$ cat config.mk
export PLATFORM = sky130hd
export DESIGN_NAME = lsda_call_site_table_writer
export DESIGN_NICKNAME = d
export VERILOG_FILES = /design/src/hdl/lsda_cst_pkg.sv /design/src/hdl/lsda_cst_front.sv /design/src/hdl/lsda_cst_fifo.sv /design/src/hdl/lsda_cst_back.sv /design/src/hdl/lsda_call_site_table_writer.sv
export SDC_FILE = /design/constraint.sdc
export NUM_CORES = 1
export LEC_CHECK = 0
export CAP_MARGIN = 20
export CORE_MARGIN = 5
export CORE_UTILIZATION = 45
export DETAILED_ROUTE_END_ITERATION = 8
export DONT_BUFFER_PORTS = 1
export SYNTH_ARGS = -nofsm -noshare
export SYNTH_HDL_FRONTEND = slang
export SYNTH_SLANG_ARGS = --single-unit
$ cat constraint.sdc
create_clock -name clk_i -period 6.9 [get_ports clk_i]
set_input_delay 0.69 -clock clk_i [delete_from_list [all_inputs] [get_ports clk_i]]
set_output_delay 0.69 -clock clk_i [all_outputs]
set_load 0.02 [all_outputs]
$ cat src/hdl/lsda_cst_pkg.sv
// ----------------------------------------------------------------------------
// lsda_cst_pkg
// Shared types and byte constants of the LSDA call-site table writer.
// ----------------------------------------------------------------------------
package lsda_cst_pkg;

  // Byte values of the stream
  localparam logic [7:0] BYTE_OMIT   = 8'hFF;  // LPStart / TType encoding: omitted
  localparam logic [7:0] BYTE_UDATA4 = 8'h03;  // call-site encoding
  localparam logic [7:0] BYTE_ACTION = 8'h01;
  localparam logic [7:0] BYTE_ZERO   = 8'h00;
  localparam int         ULEB_BITS   = 7;

  // Step counter limits
  localparam int         CNT_W     = 4;
  localparam logic [3:0] HDR_LAST  = 4'd2;   // FF FF 03
  localparam logic [3:0] BODY_LAST = 4'd12;  // 12 word bytes, then the action byte
  localparam logic [3:0] ACT_FIRST = 4'd0;

  typedef enum logic [1:0] {
    CMD_RECORD = 2'b00,
    CMD_CLOSE  = 2'b01,
    CMD_EXCESS = 2'b10
  } cmd_kind_e;

  typedef enum logic [5:0] {
    ST_IDLE = 6'b000001,
    ST_HDR  = 6'b000010,
    ST_ULEB = 6'b000100,
    ST_BODY = 6'b001000,
    ST_ACT  = 6'b010000,
    ST_ERR  = 6'b100000
  } back_state_e;

  typedef struct packed {
    cmd_kind_e   kind;
    logic        hdr;   // header goes out ahead of this item
    logic [31:0] pad;
    logic [31:0] len;   // clamped scope length
    logic [31:0] beg;
  } cmd_t;

endpackage

$ cat src/hdl/lsda_cst_front.sv
// ----------------------------------------------------------------------------
// lsda_cst_front
// Accepts items, holds the table state and the scope count, and turns each
// item into a command for the byte sequencer.
// ----------------------------------------------------------------------------
module lsda_cst_front #(
  parameter int COUNT_BITS = 16,
  parameter int LEN_W      = 20
) (
  input  logic                  clk_i,
  input  logic                  rst_ni,
  input  logic                  cfg_valid_i,
  input  logic [COUNT_BITS-1:0] cfg_data_i,
  input  logic                  accept_i,
  input  logic                  operation_i,
  input  logic [31:0]           begin_offset_i,
  input  logic [31:0]           end_offset_i,
  input  logic [31:0]           pad_offset_i,
  output lsda_cst_pkg::cmd_t    cmd_o,
  output logic [LEN_W-1:0]      hlen_o
);
  import lsda_cst_pkg::*;

  logic [COUNT_BITS-1:0] scope_count_q;
  logic [COUNT_BITS:0]   seen_q, seen_d;
  logic                  hdr_sent_q, hdr_sent_d;
  logic                  excess;
  logic [32:0]           diff;
  logic [LEN_W-1:0]      count_ext;

  assign excess = seen_q >= {1'b0, scope_count_q};

  // end - begin, clamped at zero when the scope is reversed
  assign diff = {1'b0, end_offset_i} - {1'b0, begin_offset_i};

  // table length = 13 * count
  assign count_ext = LEN_W'(scope_count_q);
  assign hlen_o    = (count_ext << 3) + (count_ext << 2) + count_ext;

  always_comb begin
    cmd_o.beg  = begin_offset_i;
    cmd_o.len  = diff[32] ? 32'd0 : diff[31:0];
    cmd_o.pad  = pad_offset_i;
    cmd_o.hdr  = !hdr_sent_q;
    seen_d     = seen_q;
    hdr_sent_d = hdr_sent_q;
    if (operation_i) begin
      cmd_o.kind = CMD_CLOSE;
      seen_d     = '0;
      hdr_sent_d = 1'b0;
    end else if (excess) begin
      cmd_o.kind = CMD_EXCESS;
      cmd_o.hdr  = 1'b0;
    end else begin
      cmd_o.kind = CMD_RECORD;
      seen_d     = seen_q + 1'b1;
      hdr_sent_d = 1'b1;
    end
  end

  always_ff @(posedge clk_i or negedge rst_ni) begin
    if (!rst_ni) begin
      scope_count_q <= '0;
      seen_q        <= '0;
      hdr_sent_q    <= 1'b0;
    end else begin
      if (cfg_valid_i) begin
        scope_count_q <= cfg_data_i;
      end
      if (accept_i) begin
        seen_q     <= seen_d;
        hdr_sent_q <= hdr_sent_d;
      end
    end
  end

endmodule

$ cat src/hdl/lsda_cst_fifo.sv
// ----------------------------------------------------------------------------
// lsda_cst_fifo
// Short command queue between the front and the byte sequencer.
// ----------------------------------------------------------------------------
module lsda_cst_fifo #(
  parameter int WIDTH = 118,
  parameter int DEPTH = 2
) (
  input  logic             clk_i,
  input  logic             rst_ni,
  input  logic             push_i,
  input  logic [WIDTH-1:0] data_i,
  input  logic             pop_i,
  output logic [WIDTH-1:0] data_o,
  output logic             valid_o,
  output logic             full_o
);
  localparam int PTR_W = (DEPTH > 1) ? $clog2(DEPTH) : 1;
  localparam int CNT_W = $clog2(DEPTH + 1);

  logic [WIDTH-1:0] mem_q [DEPTH];
  logic [PTR_W-1:0] wr_ptr_q, rd_ptr_q;
  logic [CNT_W-1:0] cnt_q;

  assign valid_o = cnt_q != '0;
  assign full_o  = cnt_q == CNT_W'(DEPTH);
  assign data_o  = mem_q[rd_ptr_q];

  always_ff @(posedge clk_i) begin
    if (push_i) begin
      mem_q[wr_ptr_q] <= data_i;
    end
  end

  always_ff @(posedge clk_i or negedge rst_ni) begin
    if (!rst_ni) begin
      wr_ptr_q <= '0;
      rd_ptr_q <= '0;
      cnt_q    <= '0;
    end else begin
      if (push_i) begin
        wr_ptr_q <= (wr_ptr_q == PTR_W'(DEPTH - 1)) ? '0 : wr_ptr_q + 1'b1;
      end
      if (pop_i) begin
        rd_ptr_q <= (rd_ptr_q == PTR_W'(DEPTH - 1)) ? '0 : rd_ptr_q + 1'b1;
      end
      if (push_i && !pop_i) begin
        cnt_q <= cnt_q + 1'b1;
      end else if (pop_i && !push_i) begin
        cnt_q <= cnt_q - 1'b1;
      end
    end
  end

endmodule

$ cat src/hdl/lsda_cst_back.sv
// ----------------------------------------------------------------------------
// lsda_cst_back
// Byte sequencer: walks header, ULEB128 length, record body, action table or
// error beat, one byte per cycle into the output register when not stalled.
// ----------------------------------------------------------------------------
module lsda_cst_back #(
  parameter int LEN_W = 20
) (
  input  logic               clk_i,
  input  logic               rst_ni,
  input  logic               q_valid_i,
  input  lsda_cst_pkg::cmd_t q_cmd_i,
  input  logic [LEN_W-1:0]   q_hlen_i,
  output logic               q_pop_o,
  input  logic               pop_i,     // output beat taken
  output logic               empty_o,
  output logic [7:0]         out_byte_o,
  output logic               last_o,
  output logic               error_o
);
  import lsda_cst_pkg::*;

  back_state_e      state_q, state_d;
  cmd_kind_e        kind_q, kind_d;
  logic [CNT_W-1:0] cnt_q, cnt_d;
  logic [LEN_W-1:0] hlen_q, hlen_d;
  logic [95:0]      body_q, body_d;
  logic             out_valid_q, out_valid_d;
  logic [7:0]       byte_q, byte_d;
  logic             last_q, last_d, error_q, error_d;
  logic             emit, more, done;
  back_state_e      step_state;
  logic [CNT_W-1:0] step_cnt;
  logic [LEN_W-1:0] step_hlen;
  logic [95:0]      step_body;

  assign empty_o    = !out_valid_q;
  assign out_byte_o = byte_q;
  assign last_o     = last_q;
  assign error_o    = error_q;

  assign emit = (state_q != ST_IDLE) && (!out_valid_q || pop_i);
  assign more = |hlen_q[LEN_W-1:ULEB_BITS];
  assign done = emit && last_d;
  assign q_pop_o = q_valid_i && ((state_q == ST_IDLE) || done);

  // byte of the current step and where the walk goes next
  always_comb begin
    step_state = state_q;
    step_cnt   = cnt_q;
    step_hlen  = hlen_q;
    step_body  = body_q;
    byte_d     = BYTE_ZERO;
    last_d     = 1'b0;
    error_d    = 1'b0;

    case (state_q)
      ST_HDR: begin
        byte_d = (cnt_q == HDR_LAST) ? BYTE_UDATA4 : BYTE_OMIT;
        if (cnt_q == HDR_LAST) begin
          step_state = ST_ULEB;
          step_cnt   = '0;
        end else begin
          step_cnt = cnt_q + 1'b1;
        end
      end
      ST_ULEB: begin
        byte_d    = {more, hlen_q[ULEB_BITS-1:0]};
        step_hlen = hlen_q >> ULEB_BITS;
        if (!more) begin
          if (kind_q == CMD_RECORD) begin
            step_state = ST_BODY;
            step_cnt   = '0;
          end else begin
            last_d = 1'b1;  // close of an empty table: header only
          end
        end
      end
      ST_BODY: begin
        if (cnt_q == BODY_LAST) begin
          byte_d = BYTE_ACTION;
          last_d = 1'b1;
        end else begin
          byte_d    = body_q[7:0];
          step_body = body_q >> 8;
          step_cnt  = cnt_q + 1'b1;
        end
      end
      ST_ACT: begin
        if (cnt_q == ACT_FIRST) begin
          byte_d   = BYTE_ACTION;
          step_cnt = cnt_q + 1'b1;
        end else begin
          byte_d = BYTE_ZERO;
          last_d = 1'b1;
        end
      end
      ST_ERR: begin
        byte_d  = BYTE_ZERO;
        last_d  = 1'b1;
        error_d = 1'b1;
      end
      default: begin
      end
    endcase
  end

  always_comb begin
    state_d = done ? ST_IDLE : step_state;
    kind_d  = kind_q;
    cnt_d   = step_cnt;
    hlen_d  = step_hlen;
    body_d  = step_body;

    // load the next command right behind the final beat of the current one
    if (q_pop_o) begin
      kind_d = q_cmd_i.kind;
      hlen_d = q_hlen_i;
      body_d = {q_cmd_i.pad, q_cmd_i.len, q_cmd_i.beg};
      cnt_d  = '0;
      if (q_cmd_i.hdr) begin
        state_d = ST_HDR;
      end else begin
        case (q_cmd_i.kind)
          CMD_RECORD: state_d = ST_BODY;
          CMD_CLOSE:  state_d = ST_ACT;
          default:    state_d = ST_ERR;
        endcase
      end
    end

    out_valid_d = out_valid_q;
    if (emit) begin
      out_valid_d = 1'b1;
    end else if (pop_i) begin
      out_valid_d = 1'b0;
    end
  end

  always_ff @(posedge clk_i or negedge rst_ni) begin
    if (!rst_ni) begin
      state_q     <= ST_IDLE;
      out_valid_q <= 1'b0;
    end else begin
      if (emit || q_pop_o) begin
        state_q <= state_d;
      end
      out_valid_q <= out_valid_d;
    end
  end

  always_ff @(posedge clk_i) begin
    if (emit || q_pop_o) begin
      kind_q <= kind_d;
      cnt_q  <= cnt_d;
      hlen_q <= hlen_d;
      body_q <= body_d;
    end
    if (emit) begin
      byte_q  <= byte_d;
      last_q  <= last_d;
      error_q <= error_d;
    end
  end

endmodule

$ cat src/hdl/lsda_call_site_table_writer.sv
// ----------------------------------------------------------------------------
// lsda_call_site_table_writer
// Serializes an LSDA call-site table as a byte stream.
// ----------------------------------------------------------------------------
// Set scope_count through the cfg channel before a table starts. Each scope
// record yields 13 bytes (start, clamped length, landing pad as little-endian
// words, then action byte 01); the first record of a table is preceded by the
// header FF FF 03 and the ULEB128 of 13 * scope_count (one to three bytes for
// a 16-bit count, up to one per 7 bits of the COUNT_BITS+4-bit length for
// other widths). A close yields either that header and length, when no
// record came, or the action table 01 00. A record beyond the count yields one
// byte 00 with error set. Output runs at one byte per cycle while pop takes
// each beat; the byte sequencer is the limit. Items are queued in a short
// command queue, so push stays open as earlier items stream, until it is full.
// ----------------------------------------------------------------------------
module lsda_call_site_table_writer #(
  parameter int COUNT_BITS  = 16,
  parameter int QUEUE_DEPTH = 2
) (
  input  logic                  clk_i,
  input  logic                  rst_ni,
  input  logic                  cfg_valid_i,
  output logic                  cfg_ready_o,
  input  logic [COUNT_BITS-1:0] cfg_data_i,
  input  logic                  push,
  output logic                  full,
  input  logic                  operation_i,
  input  logic [31:0]           begin_offset_i,
  input  logic [31:0]           end_offset_i,
  input  logic [31:0]           pad_offset_i,
  output logic                  empty,
  input  logic                  pop,
  output logic [7:0]            out_byte_o,
  output logic                  last_o,
  output logic                  error_o
);
  import lsda_cst_pkg::*;

  localparam int LEN_W = (COUNT_BITS + 4 > 8) ? COUNT_BITS + 4 : 8;
  localparam int Q_W   = $bits(cmd_t) + LEN_W;

  logic             accept, pop_beat;
  cmd_t             f_cmd, q_cmd;
  logic [LEN_W-1:0] f_hlen, q_hlen;
  logic             q_valid, q_pop;

  assign cfg_ready_o = 1'b1;
  assign accept      = push && !full;
  assign pop_beat    = pop && !empty;

  lsda_cst_front #(
    .COUNT_BITS(COUNT_BITS),
    .LEN_W     (LEN_W)
  ) u_front (
    .clk_i         (clk_i),
    .rst_ni        (rst_ni),
    .cfg_valid_i   (cfg_valid_i),
    .cfg_data_i    (cfg_data_i),
    .accept_i      (accept),
    .operation_i   (operation_i),
    .begin_offset_i(begin_offset_i),
    .end_offset_i  (end_offset_i),
    .pad_offset_i  (pad_offset_i),
    .cmd_o         (f_cmd),
    .hlen_o        (f_hlen)
  );

  lsda_cst_fifo #(
    .WIDTH(Q_W),
    .DEPTH(QUEUE_DEPTH)
  ) u_fifo (
    .clk_i  (clk_i),
    .rst_ni (rst_ni),
    .push_i (accept),
    .data_i ({f_hlen, f_cmd}),
    .pop_i  (q_pop),
    .data_o ({q_hlen, q_cmd}),
    .valid_o(q_valid),
    .full_o (full)
  );

  lsda_cst_back #(
    .LEN_W(LEN_W)
  ) u_back (
    .clk_i     (clk_i),
    .rst_ni    (rst_ni),
    .q_valid_i (q_valid),
    .q_cmd_i   (q_cmd),
    .q_hlen_i  (q_hlen),
    .q_pop_o   (q_pop),
    .pop_i     (pop_beat),
    .empty_o   (empty),
    .out_byte_o(out_byte_o),
    .last_o    (last_o),
    .error_o   (error_o)
  );

endmodule

==> flow_metrics.tcl, run 1 <==
set metrics [dict create \
    hold_violations 0 \
    critPathCaptureType "flop" \
    power_frac_clock_pct 34.1 \
    fp.dieArea_um2 46990 \
    worst-slew-pin-transition_ns 0.9592 \
    cts_resized 0 \
    crit_path_max_incr_delay_ns 0.71 \
    grt-ovfl-total 0 \
    dp_hpwl_um 25920 \
    outcome "complete, no violations" \
    rows 75 \
    ir_worst_vdd_mv 0.2124 \
    initial_core_util_pct 45.67 \
    grt_pass1_vias 10870 \
    cp-startpoint "u_back.state_q[3]" \
    gp_congestion 0.8053 \
    rrSetupSlack_ns 2.51 \
    final_core_util_pct 50.32 \
    crit_buf_inv 4 \
    synth_seq_area_share_pct 63.60 \
    post_cts_buffers 0 \
    setup_viol 0 \
    htree_levels 2 \
    min_period_over_period_pct 63.61 \
    power_density_nw_per_um2 311.2 \
    hold_class "input pin to flop" \
    p_leak_nw 7.789 \
    p_comb_share_pct 14.8 \
    numCtsBuffers 45 \
    grt.total_usage_pct 16.41 \
    final_max_slew_viol_count 0 \
    slowest_stage "buf_4" \
    post_synth_num_cell_types 73 \
    antenna_found_initial 0 \
    p_int_mw 4.853 \
    core_area_um2 42130 \
    crit_type "flop to flop" \
    cts.clk_slew.worst_paths_ns 0.06 \
    busiest_layer "met2" \
    yosysTopAreaCell "edfxtp_1" \
    cts_tree "done" \
    post-route-min-period_ns 4.389 \
    yosys_most_used_dff "edfxtp_1" \
    grt_max_degree 120 \
    maxSlewHeadroom_pct 36.05 \
    drt_iter0_markers 740 \
    cts_sinks 415 \
    cp_max_fo 82 \
    finClkSkew_ns 0.02011 \
    drc_errors 0 \
    worst-path-stages 11 \
    rr_endpoint "u_back.body_q[87]" \
    netlist_area_um2 19240 \
    cp_common_cell "buf_4" \
    syn_inst 1498 \
    seqCellArea_um2 12240 \
    final_cell_mix "370 x edfxtp_1, 184 x nand2_1, 128 x mux2i_1" \
    grt_pass1_wl_um 61760 \
    io_pins 131 \
    synthesis.nets 1703 \
    fillers 3657 \
    required_ns 7.17 \
    clk_latency_ns 0.56 \
    hold_buffers 2 \
    syn_area_per_cell_um2 12.84 \
    cp.arrival_ns 4.66 \
    fin_nets 1706 \
    p_switching_mw 1.745 \
    chipWidth_um 216.8 \
    r2r_cells 11 \
    max-cap-violations 0 \
    switching_share_pct 26.45 \
    path_cells "or4_1 > nor3b_2 > a21oi_1 > buf_4 > and2_4 > nor2_2 > nor2_4 > inv_6 > buf_4 > buf_4 > o21ai_0" \
    detail_route.wl_per_cell_um 18.79 \
    cp_top_family "buffers and inverters" \
    final_antenna_net_count 0 \
    synth_edf_count 370 \
    synth_area_leaders "edfxtp_1 58%, mux2i_1 6.7%, dfrtp_1 5.7%" \
    start_kind "flop" \
    vias 11080 \
    r2r-start "u_back.state_q[3]" \
    endpoint "u_back.body_q[87]" \
    clk_path_buf_depth 3 \
    async_flop_share_pct 10.84 \
    tns_ns 0 \
    met1_usage_pct 23.13 \
    use_met2_pct 25.83 \
    ys_warn_count 0 \
    first_pass_iters 7 \
    yosys_register_bits 415 \
    vias_per_cell 5.333 \
    multiInputGateArea_um2 6455 \
    use_met3_pct 3.780 \
    area_delta_synth_final_pct 10.19 \
    drive_above_1_share_pct 6.372 \
    seqPwrFrac_pct 51.1 \
    root_buffer "clkbuf_16" \
    routed_wl_um 39030 \
    layout_commonest_cell "edfxtp_1" \
    rsz0062_at_grt "false" \
    synth_top_area_share_pct 57.74 \
    antenna_cells 0 \
    fmaxAchievable_mhz 227.8 \
    die_h_um 216.8 \
    port_buffers 0 \
]
[cell type report]
class	instances	share of cell area [%]
flip-flops and latches	415	57.74
multi-input cells	948	30.45
clock buffers	55	5.689
well taps	539	3.181
inverters	79	1.422
clock inverters	29	0.8380
repair buffers	12	0.6846
[worst reg2reg max path, stage by stage, from the launching register on]
cell,delay [ns]
dfrtp_1,0.44
or4_1,0.59
nor3b_2,0.32
a21oi_1,0.07
buf_4,0.21
and2_4,0.17
nor2_2,0.12
nor2_4,0.08
inv_6,0.36
buf_4,0.72
buf_4,0.76
o21ai_0,0.26
[stage by stage]
step           hold WS, ns  std cells  setup WS [ns]  area (µm²)  power, mW
3_5_place_dp        0.3960       1990          2.526       19770      4.409
4_1_cts             0.1742       2076          2.510       21190      6.690
5_1_grt             0.1834       2077          2.185       21200      6.936
2_1_floorplan       0.3944       1498         0.2747       19240      4.152
6_report            0.2144       2077          2.511       21200      6.598
3_3_place_gp        0.3967       1990          2.679       19770      4.384
[cell usage after synthesis, drive strengths merged, types with 11 or more instances]
cell and number:
nand2 185, nor3 12, ha 72, a21oi 54, edfxtp 370, nand3 25, clkbuf 36, inv 79
o21ai 155, dfrtp 44, nor2 98, buf 20, and3 11, xnor2 25, mux2i 128, a31oi 11
xor2 20, a21o 21, fa 15
[power by group through the flow]
stage | clock network [mW] | registers [mW] | logic (mW)
floorplan | 0 | 3.44 | 0.710
global placement | 0 | 3.41 | 0.970
detailed placement | 0 | 3.43 | 0.981
CTS | 2.32 | 3.38 | 0.998
global route | 2.43 | 3.41 | 1.10
finish | 2.25 | 3.37 | 0.975
[sequential cells by signal, indices dropped and copies added (netlist names), 4 cells and up]
signal	cells
u_back.body_q	96
u_back.cnt_q	4
u_front.scope_count_q	16
u_front.seen_q	17
u_fifo.mem_q	238
u_back.hlen_q	20
u_back.out_byte_o	8
u_back.state_q	6
[routing by layer]
layer  share of wire, %  up-vias
li1                   -     5493
met1                 46     5302
met2                 46      232
met3                5.8       50
met4                2.0        0
met5                  0        -
[how the worst min path moves through the flow]
stage	from	end	slack [ns]	cells after the start
5_1_grt	operation_i	u_front.seen_q[16]	0.18	1
3_5_place_dp	rst_ni	u_front.seen_q[1]	0.40	0
6_report	pop	u_back.out_valid_q	0.21	1
3_3_place_gp	rst_ni	u_front.seen_q[8]	0.40	0
2_1_floorplan	rst_ni	u_back.out_valid_q	0.39	0
4_1_cts	operation_i	u_front.seen_q[16]	0.17	1
[cell families (layout without fill, tap and decap cells)]
group | after synthesis | count (layout) | share of synthesized area [%]
DFF | 415 | 415 | 63.60
muxes | 129 | 129 | 6.717
other | 1 | 1 | 0.01949
buffers and inverters | 135 | 175 | 3.037
and+or+nand+nor | 384 | 384 | 9.052
adders and majority gates | 87 | 87 | 6.243
AOI/OAI and AO/OA | 302 | 302 | 9.280
xor gates and xnor gates | 45 | 45 | 2.048
No activity file was read; power rests on OpenSTA's default activity.
==> run 2, diff against run 1 <==
clock period = 3.7 ns   (was 6.9 ns; I/O delays follow)
==> flow_metrics.tcl, run 2 (synthesis gave the netlist of run 1 again) <==
set metrics [dict create \
    grt_max_degree 102 \
    endpoint "u_fifo.mem_q[0][117]" \
    final_core_util_pct 53.15 \
    power_density_nw_per_um2 572.7 \
    crit_type "flop to flop" \
    regMostFlops "u_fifo.mem_q" \
    multiInputGateArea_um2 6455 \
    layout_commonest_cell "edfxtp_1" \
    cts_sinks 415 \
    p_total_mw 12.83 \
    numCtsBuffers 46 \
    die_h_um 216.8 \
    setup_viol 0 \
    final_cell_mix "370 x edfxtp_1, 184 x nand2_1, 128 x mux2i_1" \
    largest_reg_flops 238 \
    dp_hpwl_um 27150 \
    core_area_um2 42130 \
    fp.dieArea_um2 46990 \
    detail_route.wl_per_cell_um 18.77 \
    vias 11740 \
    grt-ovfl-total 0 \
    rr_endpoint "u_fifo.mem_q[0][117]" \
    hold_class "input pin to flop" \
    finClkSkew_ns 0.02517 \
    rrSetupSlack_ns 0.35 \
    ir_worst_vdd_mv 0.3813 \
    clk_path_buf_depth 3 \
    start_kind "flop" \
    cp.arrival_ns 3.66 \
    maxSlewHeadroom_pct 34.57 \
    initial_core_util_pct 45.67 \
    p_leak_nw 8.338 \
    fmaxAchievable_mhz 298.8 \
    root_buffer "clkbuf_16" \
    seqCellArea_um2 12240 \
    outcome "complete, no violations" \
    post-route-min-period_ns 3.347 \
    cp_max_fo 4 \
    min_period_over_period_pct 90.46 \
    vias_per_cell 5.394 \
    r2r-start "u_front.scope_count_q[3]" \
    critPathCaptureType "flop" \
    rows 75 \
    port_buffers 0 \
    place_inst 2007 \
    instances_no_fill 2177 \
    clk_latency_ns 0.57 \
    final_max_slew_viol_count 0 \
    fin_nets 1806 \
    io_pins 131 \
    final_antenna_net_count 0 \
    fillers 3524 \
    cts_tree "done" \
    antenna_found_initial 1 \
    rsz0062_at_grt "false" \
    drc_errors 0 \
    grt_pass1_vias 11710 \
    first_pass_iters 5 \
    required_ns 4.01 \
    max-cap-violations 0 \
    grt.total_usage_pct 17.07 \
    grt_pass1_wl_um 64250 \
    tns_ns 0 \
    r2r_cells 11 \
    top_regs "u_fifo.mem_q: 238 flops, u_back.body_q: 96 flops, u_back.hlen_q: 20 flops" \
    worst-slew-pin-transition_ns 0.9782 \
    cts.clk_slew.worst_paths_ns 0.06 \
    gp_congestion 0.8409 \
    htree_levels 2 \
    chipWidth_um 216.8 \
    cp-startpoint "u_front.scope_count_q[3]" \
    area_delta_synth_final_pct 16.39 \
    hold_violations 0 \
    drive_above_1_share_pct 7.514 \
    routed_wl_um 40860 \
    drt_iter0_markers 754 \
]
-- run 2: cell count changes in the layout (fill, tap and decap cells not counted), sizes merged --
cell / previous run / this run
bufinv: 1 / 5
buf: 11 / 27
clkinvlp: 5 / 2
inv: 80 / 84
dlygate4sd3: 1 / 84
diode: 0 / 1
clkinv: 22 / 15
clkbuf: 55 / 57
-- run 2: per-stage QoR --
| step | hold WS [ns] | setup WS, ns | area (µm²) |
|---|---|---|---|
| after floorplan | 0.07441 | 0.2439 | 19260 |
| after global placement | 0.07613 | 0.2248 | 20020 |
| after detailed placement | 0.07666 | 0.1197 | 20020 |
| after CTS | 0.01155 | 0.3525 | 22390 |
| after global routing | 0.04382 | 0.1135 | 22400 |
| final | 0.04341 | 0.3528 | 22400 |
-- run 2: layout make-up --
cell class	instances	area share (%)
clock buffers	57	5.419
well taps	539	3.011
inverters	79	1.346
repair buffers	111	5.419
flip-flops and latches	415	54.66
multi-input cells	948	28.82
clock inverters	27	1.307
diodes	1	0.01117
-- run 2: worst max-delay path, cell delays in order (launching register included) --
cell	delay, ns
dfrtp_1	0.46
fa_1	0.50
ha_1	0.36
and2_1	0.18
a311oi_1	0.39
o2bb2ai_1	0.19
o21ai_0	0.18
o211a_1	0.25
o21a_1	0.17
o21a_1	0.19
mux2i_1	0.14
nand2_1	0.08
-- run 2: worst min-delay path by stage --
stage,slack [ns],end,cells after the start,from
after floorplan,0.07,u_back.out_valid_q,0,rst_ni
after global placement,0.08,u_front.seen_q[2],0,rst_ni
after detailed placement,0.08,u_front.seen_q[2],0,rst_ni
after CTS,0.01,u_front.seen_q[3],2,operation_i
after global routing,0.04,u_fifo.mem_q[0][98],1,operation_i
final,0.04,u_front.seen_q[3],2,operation_i
-- run 2: power breakdown --
group	leakage [nW]	internal [mW]	switching, mW
combinational	4.00	0.731	1.27
clock	0.737	2.70	1.85
sequential	3.60	6.04	0.244
-- run 2: what timing repair did --
action                    CTS  global route
resized for setup           0             0
setup buffers               0             0
hold endpoints to repair  207             0
hold buffers               85             0
-- run 2: per-layer routing --
layer  up-vias  global-route usage [%]  wire, µm  part of all wire [%]
met3        70                   2.793      2175                   5.3
met4         0                   5.258       966                   2.4
met1      5665                   24.08     18870                    46
li1       5706                       -         -                     -
met2       301                   27.47     18850                    46
met5         -                       0         0                     0
==> run 3, diff against run 2 <==
CORE_UTILIZATION = 37   (was 45)
==> flow_metrics.tcl, run 3 (synthesis gave the netlist of run 1 again) <==
set metrics [dict create \
    gp_congestion 0.8977 \
    final_cell_mix "370 x edfxtp_1, 184 x nand2_1, 128 x mux2i_1" \
    p_leak_nw 8.301 \
    cp.arrival_ns 3.62 \
    fp.dieArea_um2 56660 \
    grt_pass1_wl_um 65470 \
    crit_type "flop to flop" \
    vias 11670 \
    hold_violations 0 \
    core_area_um2 51410 \
    fin_nets 1802 \
    routed_wl_um 41370 \
    top_regs "u_fifo.mem_q: 238 flops, u_back.body_q: 96 flops, u_back.hlen_q: 20 flops" \
    cts_resized 0 \
    grt-ovfl-total 0 \
    worst-slew-pin-transition_ns 0.9694 \
    final_max_slew_viol_count 0 \
    whs_ns 0.06328 \
    outcome "complete, no violations" \
    tns_ns 0 \
    cp_max_fo 4 \
    clk_path_buf_depth 3 \
    io_pins 131 \
    min_period_over_period_pct 89.66 \
    finClkSkew_ns 0.01671 \
    first_pass_iters 5 \
    critPathCaptureType "flop" \
    final_antenna_net_count 0 \
    regMostFlops "u_fifo.mem_q" \
    largest_reg_flops 238 \
    start_kind "flop" \
    dp_hpwl_um 27420 \
    initial_core_util_pct 37.43 \
    root_buffer "clkbuf_16" \
    drc_errors 0 \
    rsz0062_at_grt "false" \
    cts_tree "done" \
    dpl_cell_area_um2 20130 \
    chipWidth_um 238.0 \
    timing.final.ws_setup_ns 0.3828 \
    antenna_found_initial 2 \
    drt_iter0_markers 897 \
    fillers 4634 \
    setup_viol 0 \
    port_buffers 0 \
    cts_sinks 415 \
    numCtsBuffers 46 \
    rows 83 \
    dp_slack_ns 0.08405 \
    ir_worst_vdd_mv 0.4824 \
    htree_levels 2 \
    vias_per_cell 5.042 \
    area_delta_synth_final_pct 17.04 \
    drive_above_1_share_pct 7.287 \
    max-cap-violations 0 \
    power_density_nw_per_um2 567.0 \
    layout_commonest_cell "edfxtp_1" \
    required_ns 4.01 \
    detail_route.wl_per_cell_um 17.87 \
    clk_latency_ns 0.57 \
    cts.clk_slew.worst_paths_ns 0.06 \
    grt_max_degree 120 \
    hold_class "input pin to flop" \
    post-route-min-period_ns 3.317 \
    final_core_util_pct 43.81 \
    grt.total_usage_pct 14.34 \
    maxSlewHeadroom_pct 35.16 \
    grt_pass1_vias 11690 \
    fin_area_um2 22520 \
    fmaxAchievable_mhz 301.5 \
    die_h_um 238.0 \
]
-- run 3: cell count changes in the layout (fill, tap and decap cells not counted), moves of 2 or more --
cell        before  now
buf_12          12   10
clkinv_1         5    3
clkinvlp_4       2    4
buf_4           14   11
inv_6            5    1
-- run 3: path summary, 6_finish.rpt --
| kind | startpoint | to | slack [ns] | depth (start not counted) |
|---|---|---|---|---|
| setup / recovery | u_front.scope_count_q[3] | u_fifo.mem_q[1][117] | 0.38 | 11 |
| hold / removal | operation_i | u_front.seen_q[3] | 0.06 | 2 |
| max in group asynchronous | rst_ni | u_back.state_q[0] | 3.09 | 2 |
| setup reg to reg | u_front.scope_count_q[3] | u_fifo.mem_q[1][117] | 0.38 | 11 |
| hold reg to reg | u_fifo.cnt_q[1] | u_fifo.cnt_q[1] | 0.51 | 1 |
| min in group asynchronous | rst_ni | u_front.seen_q[2] | 0.34 | 2 |
-- run 3: final cells by class --
| cell class | count | area, µm² | area share (%) |
|---|---|---|---|
| Antenna cell | 2 | 5.005 | 0.02222 |
| Tap cell | 680 | 850.8 | 3.778 |
| Clock inverter | 25 | 274.0 | 1.217 |
| Timing Repair Buffer | 107 | 1161 | 5.156 |
| Clock buffer | 59 | 1231 | 5.467 |
| Multi-Input combinational cell | 948 | 6455 | 28.66 |
| Inverter | 79 | 301.5 | 1.339 |
| Sequential cell | 415 | 12240 | 54.36 |
-- run 3: routing by layer --
metal  share of wire, %  wire length (µm)  track usage (%)  vias to the layer above
met5                  0                 0                0                        -
met4                2.7              1110            4.748                        0
li1                   -                 -                -                     5687
met3                4.9              2036            2.751                       62
met1                 45             18720            19.68                     5680
met2                 47             19510            23.14                      243
-- run 3: worst max-delay path: stages (launching register included) --
cell and delay, ns:
dfrtp_1 0.45, fa_1 0.50, ha_1 0.36, and2_1 0.18
a311oi_1 0.36, o2bb2ai_1 0.19, o21ai_0 0.18, o211a_1 0.25
o21a_1 0.18, o21a_1 0.20, mux2i_1 0.14, nand2_1 0.07
-- run 3: power breakdown --
part	switching [mW]	internal [mW]
clock	1.85	2.66
sequential	0.245	6.04
combinational	1.25	0.719
total	3.35	9.42
-- run 3: what timing repair did --
action	CTS	global route
hold buffers	86	0
hold endpoints to repair	207	0
buffers inserted	0	0
-- run 3: stage by stage --
step           cells  power, mW
6_report        2315      12.77
5_1_grt         2315      13.45
4_1_cts         2313      12.96
3_5_place_dp    2143      8.271
3_3_place_gp    2143      8.207
2_1_floorplan   1498      7.677
